[config.mk]
export PLATFORM = sky130hd
export DESIGN_NAME = datetime_digit_parser_weekday_core
export DESIGN_NICKNAME = d
export VERILOG_FILES = /design/src/sv/dtp_pkg.sv /design/src/sv/dtp_collect.sv /design/src/sv/dtp_check.sv /design/src/sv/datetime_digit_parser_weekday_core.sv
export SDC_FILE = /design/constraint.sdc
export NUM_CORES = 1
export LEC_CHECK = 0
export BUFFER_PORTS_ARGS = -buffer_cell sky130_fd_sc_hd__buf_2
export CAP_MARGIN = 0
export CORE_UTILIZATION = 60
export CTS_CLUSTER_DIAMETER = 60
export DETAILED_ROUTE_END_ITERATION = 7
export PLACE_DENSITY = 0.85
export SLEW_MARGIN = 25
export SYNTH_ARGS = -nofsm -noshare
export SYNTH_HDL_FRONTEND = slang
export SYNTH_SLANG_ARGS = --single-unit
[constraint.sdc]
create_clock -name clk -period 26.7 [get_ports clk]
set_input_delay 1.335 -clock clk [delete_from_list [all_inputs] [get_ports clk]]
set_output_delay 1.335 -clock clk [all_outputs]
set_load 0.03 [all_outputs]
[src/sv/dtp_pkg.sv]
package dtp_pkg;

  localparam int unsigned StoreDepth = 14;
  localparam int unsigned CountW     = 4;

  localparam logic [7:0]  CharTerm = 8'h00;
  localparam logic [7:0]  CharZero = 8'h30;
  localparam logic [7:0]  CharNine = 8'h39;

  localparam logic [13:0] YearMin  = 14'd1900;
  localparam logic [13:0] YearMax  = 14'd2099;
  localparam logic [11:0] YearCent = 12'd2000;

  // multiply-shift reciprocal of 7 for sums below 4096
  localparam logic [13:0] RecipSeven = 14'd9363;

  // fields decoded from the kept digits, before range checks
  typedef struct packed {
    logic        enough;
    logic [13:0] year;
    logic [6:0]  month;
    logic [6:0]  day;
    logic [6:0]  hours;
    logic [6:0]  minutes;
    logic [6:0]  seconds;
  } fields_t;

  typedef struct packed {
    logic        valid_res;
    logic [11:0] year;
    logic [3:0]  month;
    logic [4:0]  day;
    logic [2:0]  weekday;
    logic [4:0]  hours;
    logic [5:0]  minutes;
    logic [5:0]  seconds;
  } result_t;

  function automatic logic [4:0] month_days(input logic [3:0] m, input logic leap_yr);
    logic [4:0] d;
    unique case (m) inside
      4'd2:                     d = leap_yr ? 5'd29 : 5'd28;
      4'd4, 4'd6, 4'd9, 4'd11:  d = 5'd30;
      default:                  d = 5'd31;
    endcase
    return d;
  endfunction

  // per-month offset of the weekday sum (January first)
  function automatic logic [2:0] month_offset(input logic [3:0] m);
    logic [2:0] t;
    unique case (m) inside
      4'd2, 4'd6:               t = 3'd3;
      4'd3, 4'd11:              t = 3'd2;
      4'd4:                     t = 3'd5;
      4'd7:                     t = 3'd5;
      4'd8:                     t = 3'd1;
      4'd9, 4'd12:              t = 3'd4;
      4'd10:                    t = 3'd6;
      default:                  t = 3'd0;
    endcase
    return t;
  endfunction

endpackage

[src/sv/dtp_collect.sv]
module dtp_collect (
  input  logic               clk,
  input  logic               rst,
  input  logic               xfer,
  input  logic [7:0]         char_code,
  output dtp_pkg::fields_t   fields
);
  import dtp_pkg::*;

  logic [3:0]        digit_store [StoreDepth];
  logic [CountW-1:0] digit_count;
  logic              is_digit;
  logic              is_term;
  logic [7:0]        digit_byte;

  assign is_term    = (char_code == CharTerm);
  assign is_digit   = (char_code >= CharZero) && (char_code <= CharNine);
  assign digit_byte = char_code - CharZero;

  always_ff @(posedge clk) begin
    if (rst) begin
      digit_count <= '0;
    end else if (xfer) begin
      if (is_term) begin
        digit_count <= '0;
      end else if (is_digit && (digit_count < CountW'(StoreDepth))) begin
        digit_count <= digit_count + CountW'(1);
      end
    end
  end

  always_ff @(posedge clk) begin
    if (xfer && !is_term && is_digit && (digit_count < CountW'(StoreDepth))) begin
      digit_store[digit_count] <= digit_byte[3:0];
    end
  end

  function automatic logic [6:0] pair_at(input int unsigned pos, input logic [6:0] dflt,
                                         input logic [CountW-1:0] cnt,
                                         input logic [3:0] hi, input logic [3:0] lo);
    logic [6:0] v;
    if (cnt < CountW'(pos + 2)) begin
      v = dflt;
    end else begin
      v = 7'(hi) * 7'd10 + 7'(lo);
    end
    return v;
  endfunction

  logic [6:0] cent_pair;
  logic [6:0] yr_pair;

  always_comb begin
    cent_pair      = pair_at(0, 7'd0, digit_count, digit_store[0], digit_store[1]);
    yr_pair        = pair_at(2, 7'd0, digit_count, digit_store[2], digit_store[3]);
    fields.enough  = (digit_count >= CountW'(4));
    fields.year    = 14'(cent_pair) * 14'd100 + 14'(yr_pair);
    fields.month   = pair_at(4,  7'd1, digit_count, digit_store[4],  digit_store[5]);
    fields.day     = pair_at(6,  7'd1, digit_count, digit_store[6],  digit_store[7]);
    fields.hours   = pair_at(8,  7'd0, digit_count, digit_store[8],  digit_store[9]);
    fields.minutes = pair_at(10, 7'd0, digit_count, digit_store[10], digit_store[11]);
    fields.seconds = pair_at(12, 7'd0, digit_count, digit_store[12], digit_store[13]);
  end

endmodule

[src/sv/dtp_check.sv]
module dtp_check (
  input  dtp_pkg::fields_t  fields,
  output dtp_pkg::result_t  result
);
  import dtp_pkg::*;

  logic        date_ok;
  logic        ok;
  logic        leap_yr;
  logic [3:0]  mon;
  logic [11:0] yr;
  logic [11:0] yy;
  logic [4:0]  cent;
  logic [2:0]  quad_cent;
  logic [11:0] sum;
  logic [25:0] prod;
  logic [9:0]  quot;
  logic [11:0] rem;

  always_comb begin
    mon     = fields.month[3:0];
    yr      = fields.year[11:0];
    date_ok = fields.enough && (fields.year >= YearMin) && (fields.year <= YearMax) &&
              (fields.month >= 7'd1) && (fields.month <= 7'd12);
    // within 1900..2099 only 2000 is a century leap year
    leap_yr = (yr[1:0] == 2'b00) && (yr != YearMin[11:0]);
    ok      = date_ok && (fields.day >= 7'd1) &&
              (fields.day <= 7'(month_days(mon, leap_yr))) &&
              (fields.hours <= 7'd23) && (fields.minutes <= 7'd59) &&
              (fields.seconds <= 7'd59);

    // January and February count with the previous year
    yy        = (mon <= 4'd2) ? yr - 12'd1 : yr;
    cent      = (yy >= YearCent) ? 5'd20 : ((yy >= YearMin[11:0]) ? 5'd19 : 5'd18);
    quad_cent = (yy >= YearCent) ? 3'd5 : 3'd4;
    sum       = yy + (yy >> 2) + 12'(quad_cent) + 12'(month_offset(mon)) +
                12'(fields.day[4:0]) - 12'(cent);

    prod = 26'(sum) * 26'(RecipSeven);
    quot = prod[25:16];
    rem  = sum - 12'(quot) * 12'd7;

    result = '0;
    if (ok) begin
      result.valid_res = 1'b1;
      result.year      = yr;
      result.month     = mon;
      result.day       = fields.day[4:0];
      result.weekday   = rem[2:0];
      result.hours     = fields.hours[4:0];
      result.minutes   = fields.minutes[5:0];
      result.seconds   = fields.seconds[5:0];
    end
  end

endmodule

[src/sv/datetime_digit_parser_weekday_core.sv]
// Compact date-time parser: takes one character byte per transfer on the char
// channel, keeps up to fourteen decimal digits (YYYYMMDDhhmmss), ignores every
// other byte, and on a zero byte emits one result on the res channel with the
// checked date, time and weekday (0 Sunday). A result whose valid_res is low
// has every field zero. The block takes a character every cycle while the
// result side keeps up; the fields of a terminated string are held in the
// decode register, then checked and given their weekday combinationally as
// they load into the output register. Characters keep flowing while one
// result waits; the char channel stalls only while a second terminated string
// sits in the decode register behind a result that has not yet transferred.
module datetime_digit_parser_weekday_core (
  input  logic        clk,
  input  logic        rst,
  input  logic        char_valid,
  output logic        char_ready,
  input  logic [7:0]  char_code,
  output logic        res_valid,
  input  logic        res_ready,
  output logic        valid_res,
  output logic [11:0] year,
  output logic [3:0]  month,
  output logic [4:0]  day,
  output logic [2:0]  weekday,
  output logic [4:0]  hours,
  output logic [5:0]  minutes,
  output logic [5:0]  seconds
);
  import dtp_pkg::*;

  logic     char_xfer;
  logic     term_xfer;
  logic     out_free;
  logic     dec_adv;
  logic     dec_valid;
  fields_t  dec_fields_next;
  fields_t  dec_fields;
  result_t  res_next;
  result_t  res;

  // Output register frees when empty or being drained this cycle
  assign out_free   = !res_valid || res_ready;
  assign dec_adv    = dec_valid && out_free;
  // Decode stage takes a new terminator when empty or moving on
  assign char_ready = !dec_valid || out_free;
  assign char_xfer  = char_valid && char_ready;
  assign term_xfer  = char_xfer && (char_code == CharTerm);

  // Digit store and pair decode
  dtp_collect u_collect (
    .clk       (clk),
    .rst       (rst),
    .xfer      (char_xfer),
    .char_code (char_code),
    .fields    (dec_fields_next)
  );

  // Hold the decoded fields of the string just terminated
  always_ff @(posedge clk) begin
    if (rst) begin
      dec_valid <= 1'b0;
    end else if (term_xfer) begin
      dec_valid <= 1'b1;
    end else if (dec_adv) begin
      dec_valid <= 1'b0;
    end
  end

  always_ff @(posedge clk) begin
    if (term_xfer) begin
      dec_fields <= dec_fields_next;
    end
  end

  // Range checks and weekday
  dtp_check u_check (
    .fields (dec_fields),
    .result (res_next)
  );

  // Result register: load on advance, drop on transfer out
  always_ff @(posedge clk) begin
    if (rst) begin
      res_valid <= 1'b0;
    end else if (dec_adv) begin
      res_valid <= 1'b1;
    end else if (res_ready) begin
      res_valid <= 1'b0;
    end
  end

  always_ff @(posedge clk) begin
    if (dec_adv) begin
      res <= res_next;
    end
  end

  assign valid_res = res.valid_res;
  assign year      = res.year;
  assign month     = res.month;
  assign day       = res.day;
  assign weekday   = res.weekday;
  assign hours     = res.hours;
  assign minutes   = res.minutes;
  assign seconds   = res.seconds;

  // Rejected results carry all-zero fields
  a_invalid_zero: assert property (@(posedge clk) disable iff (rst)
    res_valid && !valid_res |-> year == 12'd0 && month == 4'd0 && day == 5'd0 &&
      weekday == 3'd0 && hours == 5'd0 && minutes == 6'd0 && seconds == 6'd0)
    else $error("invalid result with nonzero fields");

  // Accepted results stay within calendar ranges
  a_valid_range: assert property (@(posedge clk) disable iff (rst)
    res_valid && valid_res |-> weekday <= 3'd6 && month >= 4'd1 && month <= 4'd12 &&
      day >= 5'd1 && hours <= 5'd23 && year >= 12'd1900 && year <= 12'd2099)
    else $error("valid result out of range");

  // A terminator always lands in the decode stage
  a_term_held: assert property (@(posedge clk) disable iff (rst)
    term_xfer |=> dec_valid)
    else $error("terminator lost");

  // A decoded string moves into an open output register
  a_dec_moves: assert property (@(posedge clk) disable iff (rst)
    dec_valid && out_free |=> res_valid)
    else $error("decode stage stalled with free output");

endmodule

---- After elaboration in Yosys (flattened, before gate mapping) ----
Memories as Yosys holds them, arrays and structs flattened.
Cells that the tools add are included.
storage, ports and cells
  flip-flop bits (word level) ............. 98
  RAM bits ................................ 56
  bits of input ports ..................... 12
  output and inout port bits .............. 44
  word-level logic and storage cells ...... 131
  memories ................................ 1
cells by class
  add/sub/neg operators ................... 17
  $mul .................................... 10
  $lt $le $gt $ge ......................... 22
  equal/unequal tests ..................... 11
  multiplexer cells ....................... 18
  reductions and logical operators ........ 34
memory list
  name                   depth  width  read ports  clocked after Yosys merged registers in  write ports  RTL line           RTL
  u_collect.digit_store  14     4      14          0                                        1            dtp_collect.sv:10  logic [3:0] digit_store [StoreDepth];
operators with widths
  operator                                                           count
  adder 7 x 4 -> 7 bit                                               7
  multiplier 4 x 3 -> 6 bit (second input constant)                  7
  two-way mux 42 bit                                                 1
  multiplier 12 x 14 -> 26 bit (second input constant)               1
  adder 12 x 3 -> 12 bit                                             2
  >= comparator 12 x 11 -> 1 bit (second input constant)             2
  equality test 4 bit (second input constant)                        5
  logical AND 1 bit                                                  18
  one-hot mux 3 bit (6 select lines)                                 1
  < comparator 4 bit (second input constant)                         4
  adder 14 x 7 -> 14 bit                                             1
  >= comparator 14 x 11 -> 1 bit (second input constant)             1
  >= comparator 7 x 1 -> 1 bit (second input constant)               2
  less-or-equal comparator 14 x 12 -> 1 bit (second input constant)  1
  less-or-equal comparator 7 x 6 -> 1 bit (second input constant)    2
  two-way mux 7 bit                                                  2
  adder 12 x 10 -> 12 bit                                            1
  adder 12 x 5 -> 12 bit                                             1
  equality test 4 x 3 -> 1 bit (second input constant)               3
  multiplier 7 x 5 -> 12 bit (second input constant)                 1
  two-way mux 12 bit                                                 1
  inequality test 12 x 11 -> 1 bit (second input constant)           1
  subtractor 12 x 1 -> 12 bit (second input constant)                1
  subtractor 12 x 5 -> 12 bit                                        1
  other kinds (26)                                                   45

---- Logic depth before layout (Yosys ltp) ----
Gate-level depths: netlist of the first run.
  depth in word-level cells ............... 12
  depth in mapped cells ................... 43
  mapped depth without buffers ............ 43

---- Cells and area by module ----
A second synthesis of the first run with hierarchy kept.
unflattened totals
  cell total of the unflattened synthesis .. 995
  area total of the unflattened synthesis .. 11,431.0 µm²
modules (own cells, without submodules)
  module                              instances  cells each  area each (µm²)
  dtp_collect                         1          413         4,613.2
  dtp_check                           1          476         3,916.3
  datetime_digit_parser_weekday_core  1          106         2,901.5

---- Worst setup path before layout of the first run ----
Ideal clock, no wire load.
  path type ............................... register to register
  from .................................... register dec_fields[28] (netlist name)
  to ...................................... register res (netlist bit weekday[2]), data pin
  library setup time ...................... 0.255 ns
  arrival time ............................ 9.889 ns
  slack ................................... 16.556 ns
  stages on the path, launching flop included .. 40
  period minus slack after synthesis ...... 10.144 ns
  cell sequence ........................... edfxtp_1 > a211oi_4 > nand4_4 > nor3_1 > xor2_1 > ha_1 > nor2b_1 > a21bo_2 > fa_1 > inv_1 > fa_1 > fa_1 > inv_1 > ha_1 > a21o_1 > a21oi_1 > o21ai_0 > or4_1 > (+4 left out) > fa_1 > fa_1 > fa_1 > fa_1 > inv_1 > ha_1 > nand3_1 > o221ai_1 > a221oi_2 > xnor2_1 > a21oi_1 > xnor2_1 > fa_1 > xnor2_1 > xnor2_1 > xnor2_1 > xnor2_1 > and2_1
on the way
  word-level cells in the longest chain between the ends .. 11
  elaborated cells between the ends (all ways) .. 42
  those cells by class .................... add/sub: 6; mul: 2; order compare: 6; eq/ne: 10; mux: 6; reduce/logical: 12
RTL lines
  element                                  RTL line                                  RTL
  start: declaration                       datetime_digit_parser_weekday_core.sv:36  fields_t dec_fields;
  start signal: assignment                 datetime_digit_parser_weekday_core.sv:70  dec_fields <= dec_fields_next;
  less-or-equal comparator 4 x 2 -> 1 bit  dtp_check.sv:33                           yy = (mon <= 4'd2) ? yr - 12'd1 : yr;
  two-way mux 12 bit                       dtp_check.sv:33
  >= comparator 12 x 11 -> 1 bit           dtp_check.sv:34, dtp_check.sv:35
  two-way mux 1 bit                        dtp_check.sv:35                           quad_cent = (yy >= YearCent) ? 3'd5 : 3'd4;
  adder 12 x 3 -> 12 bit (2 in a row)      dtp_check.sv:36                           sum = yy + (yy >> 2) + 12'(quad_cent) + 12'(month_offset(mon)) +
  adder 12 x 5 -> 12 bit                   dtp_check.sv:36
  subtractor 12 x 5 -> 12 bit              dtp_check.sv:37                           12'(fields.day[4:0]) - 12'(cent);
  multiplier 12 x 14 -> 26 bit             dtp_check.sv:39                           prod = 26'(sum) * 26'(RecipSeven);
  multiplier 10 x 3 -> 3 bit               dtp_check.sv:41                           rem = sum - 12'(quot) * 12'd7;
  subtractor 3 bit                         dtp_check.sv:41
  end signal: assignment                   datetime_digit_parser_weekday_core.sv:93  res <= res_next;
  end: declaration                         datetime_digit_parser_weekday_core.sv:38  result_t res;
Parallel ways exist; a longest one is shown, timed or not.
A chain may end at the register's enable or synchronous reset.

---- Worst setup path after layout of the first run ----
Ends and elaborated chain as after synthesis.

==> metrics.yaml, run 1 <==
grt_pass1_vias: 7476
hold_class: "reg -> reg"
cts_num_sinks: 154
synth_area_leaders: "edfxtp_1 40%, ha_1 19%, fa_1 9.3%"
finalWirelength_um: 21000
first_iter_violations: 325
crit_arrival_ns: 11.26
p_leak_nw: 5.31
cts_tree: "done"
fmax_ghz: 0.0903
hpwlAfterDp_um: 15600
cts-resized-gates: 0
finalInstanceArea_um2: 12300
die_h_um: 139
critPathKind: "reg -> reg"
clock_skew_ns: 0.00976
async_reset_ff_frac: 0
ff_latch_area_um2: 4560
muxShareOfSynthArea: 0.00268
cp-end-kind: "flip-flop"
power_w: 0.000562
clock_latency_ns: 0.42
fin_crit_sh: 0.415
dp_slack_ns: 15.65
synth_common_cells: "171 x ha_1, 148 x edfxtp_1, 137 x inv_1"
boundaryPins: 56
cts_setup_buffers: 0
ys_seq_area_frac: 0.408
final_util: 0.678
crit_path_max_fanout: 12
area_growth_pct: 9.96
hold_viol_final: 0
num_vias: 7132
critPathLaunchType: "flip-flop"
synth-seq-cells: 154
yosysTopAreaCellShare: 0.397
start_util: 0.617
cts.clk_slew.worst_paths_ns: 0.07
diodes: 0
yosysTopAreaCell: "edfxtp_1"
irDropWorstVdd_v: 0.0000524
avgSynthCellArea_um2: 11.5
die_x_um: 139
synth_fa_ha_area_frac: 0.285
fin_crit_ns: 11.08
rsz0062_at_grt: "no"
cp_common_cell: "fa_1"
cap_violations: 0
tightestPinTransition_ns: 0.947
drc: 6
finalSetupViolCount: 0
synth_edf_count: 148
grt_overflow: 0
setup_tns_ns: 0
yosys.area_share.simple: 0.126
synth_cells: 975
clock_path_buffers: 2
power_density_nw_per_um2: 45.7
cts-root-buf: "clkbuf_16"
synth_compound_area_frac: 0.0655
yosysMostFrequentCell: "ha_1"
drive_above_1_share: 0.0985
synth_area_um2: 11200
yosysWarnings: 0
dpl_cell_area_um2: 11700
synth_xor_xnor_area_share: 0.0592
finalNetCount: 1268
slowest_delay_ns: 0.60
grt_max_degree: 54
max-slew-margin-rel: 0.368
status: "finished with violations"
core_um2: 18100
cts.hold.buffers_added: 0
synth_top_family_by_area: "adder cells"
critPathRequiredTime_ns: 26.88
cts_buffers: 17
worst_slack_ns: 15.62
critical-path-slowest-cell: "a211oi_4"
globalplace.congestion: 0.838
ys_types: 61
syn_nets: 1210
synthFlopType: "edfxtp_1"
antenna_left: 0
multi_input_area_um2: 6040
htree_num_levels: 4
violations: "design-rule violations"
row_count: 49
dieArea_um2: 19200
avgRoutedWirePerCell_um: 16.5
grt_usage: 0.231
io_buffers: 55
maxSlewViolCount: 0
firstDrtPassIters: 7
grt_pass1_wl_um: 35200
antenna_found_initial: 0
fillers: 1283
routed_via_density: 5.59
## final timing paths
| kind | start | slack, ns | to | cells past startpoint |
|---|---|---|---|---|
| max | dec_fields[28] | 15.62 | weekday[2] | 41 |
| min | u_collect.digit_store[5][0] | 0.50 | dec_fields[28] | 1 |
| max reg2reg | dec_fields[28] | 15.62 | weekday[2] | 41 |
| min reg2reg | u_collect.digit_store[5][0] | 0.50 | dec_fields[28] | 1 |
## report_power, final
group | internal (W) | switching [W]
combinational | 0.0000266 | 0.0000284
sequential | 0.000262 | 0.000000184
clock | 0.000141 | 0.000104
## worst max-delay path, delay by kind of cell (launching register included)
kind                       cells  cell delay [ns]
AOI/OAI and AO/OA              9             2.39
xor gates and xnor gates       8             1.43
and+or+nand+nor                6             1.01
buffers and inverters          5             0.29
adders and majority gates     13             5.17
DFF                            1             0.56
## cell usage in the layout, fill, tap and decap left out, types with 3 or more instances in the layout
cell type / instances
or4_1: 4
nand2_1: 27
or2_2: 5
and3_1: 10
nor4_1: 6
inv_8: 3
nand3_1: 9
dfxtp_1: 6
or3_1: 7
buf_4: 3
fa_1: 52
nor4b_1: 4
xnor2_1: 42
clkbuf_16: 17
o211ai_1: 3
inv_1: 136
ha_1: 171
nor3_1: 14
a21o_1: 17
a21oi_1: 34
and2_1: 54
buf_2: 55
nor2b_1: 27
a22oi_1: 3
and4_1: 3
nor3b_1: 6
nor2_1: 54
edfxtp_1: 148
mux2i_1: 3
o21a_1: 3
nand4_1: 10
xor2_1: 31
inv_6: 5
a211oi_1: 5
o21ai_0: 26
## state kept, by name (all words and copies together) (netlist names)
name	cells
minutes	6
u_collect.digit_count	4
hours	5
seconds	6
u_collect.digit_store	56
day	5
weekday	3
dec_fields	50
valid_res	1
dec_valid	1
month	4
year	12
res_valid	1
## area by class of cell
cell class,count,area share
inverter,137,0.0419
timing repair buffer,58,0.0242
multi-input combinational,665,0.491
sequential,154,0.371
tap,229,0.0233
clock inverter,15,0.0144
clock buffer,17,0.0346
## kinds of logic after synthesis
group                    Yosys count
AO/OA/AOI/OAI                    112
XOR/XNOR                          74
adder cells (fa/ha/maj)          224
buffers and inverters            156
flip-flops                       154
multiplexers                       3
AND/OR/NAND/NOR                  252
## metrics by stage
step / std cells / hold WS [ns]
floorplan: 975 / 0.455
global placement: 1243 / 0.491
detailed placement: 1243 / 0.489
CTS: 1275 / 0.505
global route: 1275 / 0.520
finish: 1275 / 0.504
## routing by layer
metal,global-route usage,wire length (µm),up-vias
li1,-,-,3497
met1,0.271,8720,3424
met2,0.426,11100,165
met3,0.0359,715,46
met4,0.0893,505,0
met5,0,0,-
Note: power is estimated with default switching activity, not from simulation.
==> inputs of run 2 (changes only) <==
ABC_AREA = 1   (was not set)
clock period = 11.42 ns   (was 26.7 ns; I/O delays follow)
==> run 2 against run 1 <==
  * The run now ends clean
  * Sequential cell count unchanged
  * First-iteration DRC count grew 52%
  * Wire length rose by 7.9%
  * Cell area up 3.7%
  * Synthesized cell count up 23%
  * Die area is 3.3% higher
  * Register-to-register slack got worse by 14 ns
  * Combinational power down 70%
  * Core utilization is 0.054 points lower
  * Count of clock-buffer cells in the layout stayed put
==> metrics.yaml, run 2 <==
synth_area_um2: 11600
cp_top_family: "adder cells"
synth_common_cells: "243 x inv_1, 171 x ha_1, 165 x nand2_1"
irDropWorstVdd_v: 0.000118
hpwlAfterDp_um: 17300
avgRoutedWirePerCell_um: 14.7
cap_violations: 0
cts_num_sinks: 154
cts.hold.buffers_added: 0
cts-resized-gates: 0
io_buffers: 55
grt_pass1_vias: 8139
rsz0062_at_grt: "no"
antenna_found_initial: 0
layout_commonest_cell: "inv_1"
tightestPinTransition_ns: 1.02
syn_nets: 1433
synth_edf_count: 148
finalWirelength_um: 22700
synthFlopType: "edfxtp_1"
drc: 0
reg2reg_from: "dec_fields[35]"
max-slew-margin-rel: 0.318
critPathKind: "reg -> reg"
top_register: "u_collect.digit_store"
top_regs: "u_collect.digit_store x56, dec_fields x50, year x12"
boundaryPins: 56
num_vias: 8264
cts_setup_buffers: 0
power_density_nw_per_um2: 94.1
dieArea_um2: 19800
layout.cells.most_common_list: "243 x inv_1, 171 x ha_1, 165 x nand2_1"
routed_via_density: 5.36
cts.clk_slew.worst_paths_ns: 0.07
core_um2: 18800
ff_latch_area_um2: 4560
fillers: 1360
clock_skew_ns: 0.0148
crit_arrival_ns: 10.26
rr_endpoint: "weekday[2]"
grt_pass1_wl_um: 37400
avgSynthCellArea_um2: 9.66
worst-r2r-setup-slack_ns: 1.36
globalplace.congestion: 0.881
die_h_um: 141
yosysTopAreaCellShare: 0.384
p_leak_nw: 5.94
multi_input_area_um2: 6040
fin_crit_ns: 10.06
yosysWarnings: 0
critPathRequiredTime_ns: 11.62
antenna_left: 0
area_growth_pct: 10.3
critPathCapture: "weekday[2]"
synth-seq-cells: 154
die_x_um: 141
status: "finished clean"
crit_path_max_fanout: 8
largest_reg_flops: 56
first_iter_violations: 494
cp-startpoint: "dec_fields[35]"
drive_above_1_share: 0.0976
yosysTopAreaCell: "edfxtp_1"
firstDrtPassIters: 5
maxSlewViolCount: 0
critical-path-slowest-cell: "fa_1"
cts_buffers: 17
fin_crit_sh: 0.881
grt_overflow: 0
ys_seq_area_frac: 0.395
critPathLaunchType: "flip-flop"
htree_num_levels: 4
cts-root-buf: "clkbuf_16"
critPathBufInv: 10
fmax_ghz: 0.0994
finalNetCount: 1503
hold_class: "in -> reg"
yosysMostFrequentCell: "inv_1"
clock_path_buffers: 2
dp_slack_ns: 1.40
clock_latency_ns: 0.45
diodes: 0
slowest_delay_ns: 0.55
cp_common_cell: "inv_1"
synth_cells: 1198
ys_types: 43
setup_tns_ns: 0
cp-end-kind: "flip-flop"
cts_tree: "done"
worst_slack_ns: 1.36
grt_max_degree: 53
hold_viol_final: 0
synth_area_leaders: "edfxtp_1 38%, ha_1 18%, fa_1 9.0%"
start_util: 0.614
async_reset_ff_frac: 0
worstRegToRegCells: 47
path_depth: 47
grt_usage: 0.242
finalSetupViolCount: 0
row_count: 50
-- run 2: kinds of logic (layout without fill, tap and decap cells) --
group / count (synthesis) / after routing / synth area share
AOI/OAI and AO/OA: 121 / 121 / 0.0575
xor gates and xnor gates: 40 / 40 / 0.0303
DFF: 154 / 154 / 0.395
and+or+nand+nor: 407 / 407 / 0.158
buffers and inverters: 253 / 336 / 0.0850
adders and majority gates: 223 / 223 / 0.275
-- run 2: layer usage --
| metal | global-route usage | vias up | share of wire |
|---|---|---|---|
| met3 | 0.0384 | 48 | 0.044 |
| met1 | 0.285 | 3918 | 0.42 |
| li1 | - | 4070 | - |
| met4 | 0.104 | 0 | 0.028 |
| met5 | 0 | - | 0 |
| met2 | 0.437 | 228 | 0.51 |
-- run 2: worst reg2reg max path, delay by kind of cell (launching register included) --
| kind | cells | cell delay (ns) |
|---|---|---|
| XOR/XNOR | 3 | 0.53 |
| buffers and inverters | 10 | 0.83 |
| AO/OA/AOI/OAI | 6 | 1.09 |
| flip-flops | 1 | 0.39 |
| AND/OR/NAND/NOR | 13 | 1.32 |
| adder cells (fa/ha/maj) | 15 | 5.68 |
-- run 2: worst min-delay path by stage --
stage / from / end / slack (ns) / cells after the start
floorplan: dec_valid / res_valid / 0.44 / 2
global placement: u_collect.digit_store[5][0] / dec_fields[28] / 0.50 / 1
detailed placement: u_collect.digit_store[5][0] / dec_fields[28] / 0.51 / 1
CTS: rst / res_valid / 0.35 / 2
global route: rst / res_valid / 0.37 / 2
finish: rst / res_valid / 0.36 / 2
-- run 2: area by class of cell --
class                   instances  share of cell area
repair buffers                 57              0.0228
well taps                     260              0.0255
flip-flops and latches        154               0.358
inverters                     247              0.0727
clock buffers                  17              0.0333
multi-input cells             791               0.473
clock inverters                15              0.0144
-- run 2: metrics by stage --
step | total power [W] | cell area (µm²) | utilization | std cells | hold WS [ns]
CTS | 0.00120 | 12800 | 0.677 | 1541 | 0.347
global route | 0.00123 | 12800 | 0.677 | 1541 | 0.371
finish | 0.00120 | 12800 | 0.677 | 1541 | 0.356
global placement | 0.000641 | 12100 | 0.645 | 1509 | 0.498
floorplan | 0.000634 | 11600 | - | 1198 | 0.445
detailed placement | 0.000642 | 12100 | 0.645 | 1509 | 0.510
-- run 2: where the power goes --
| part | internal (W) | total [W] | switching, W |
|---|---|---|---|
| Sequential | 0.000613 | 0.000613 | 0.000000280 |
| Combinational | 0.00000534 | 0.0000165 | 0.0000111 |
| Clock | 0.000299 | 0.000571 | 0.000272 |
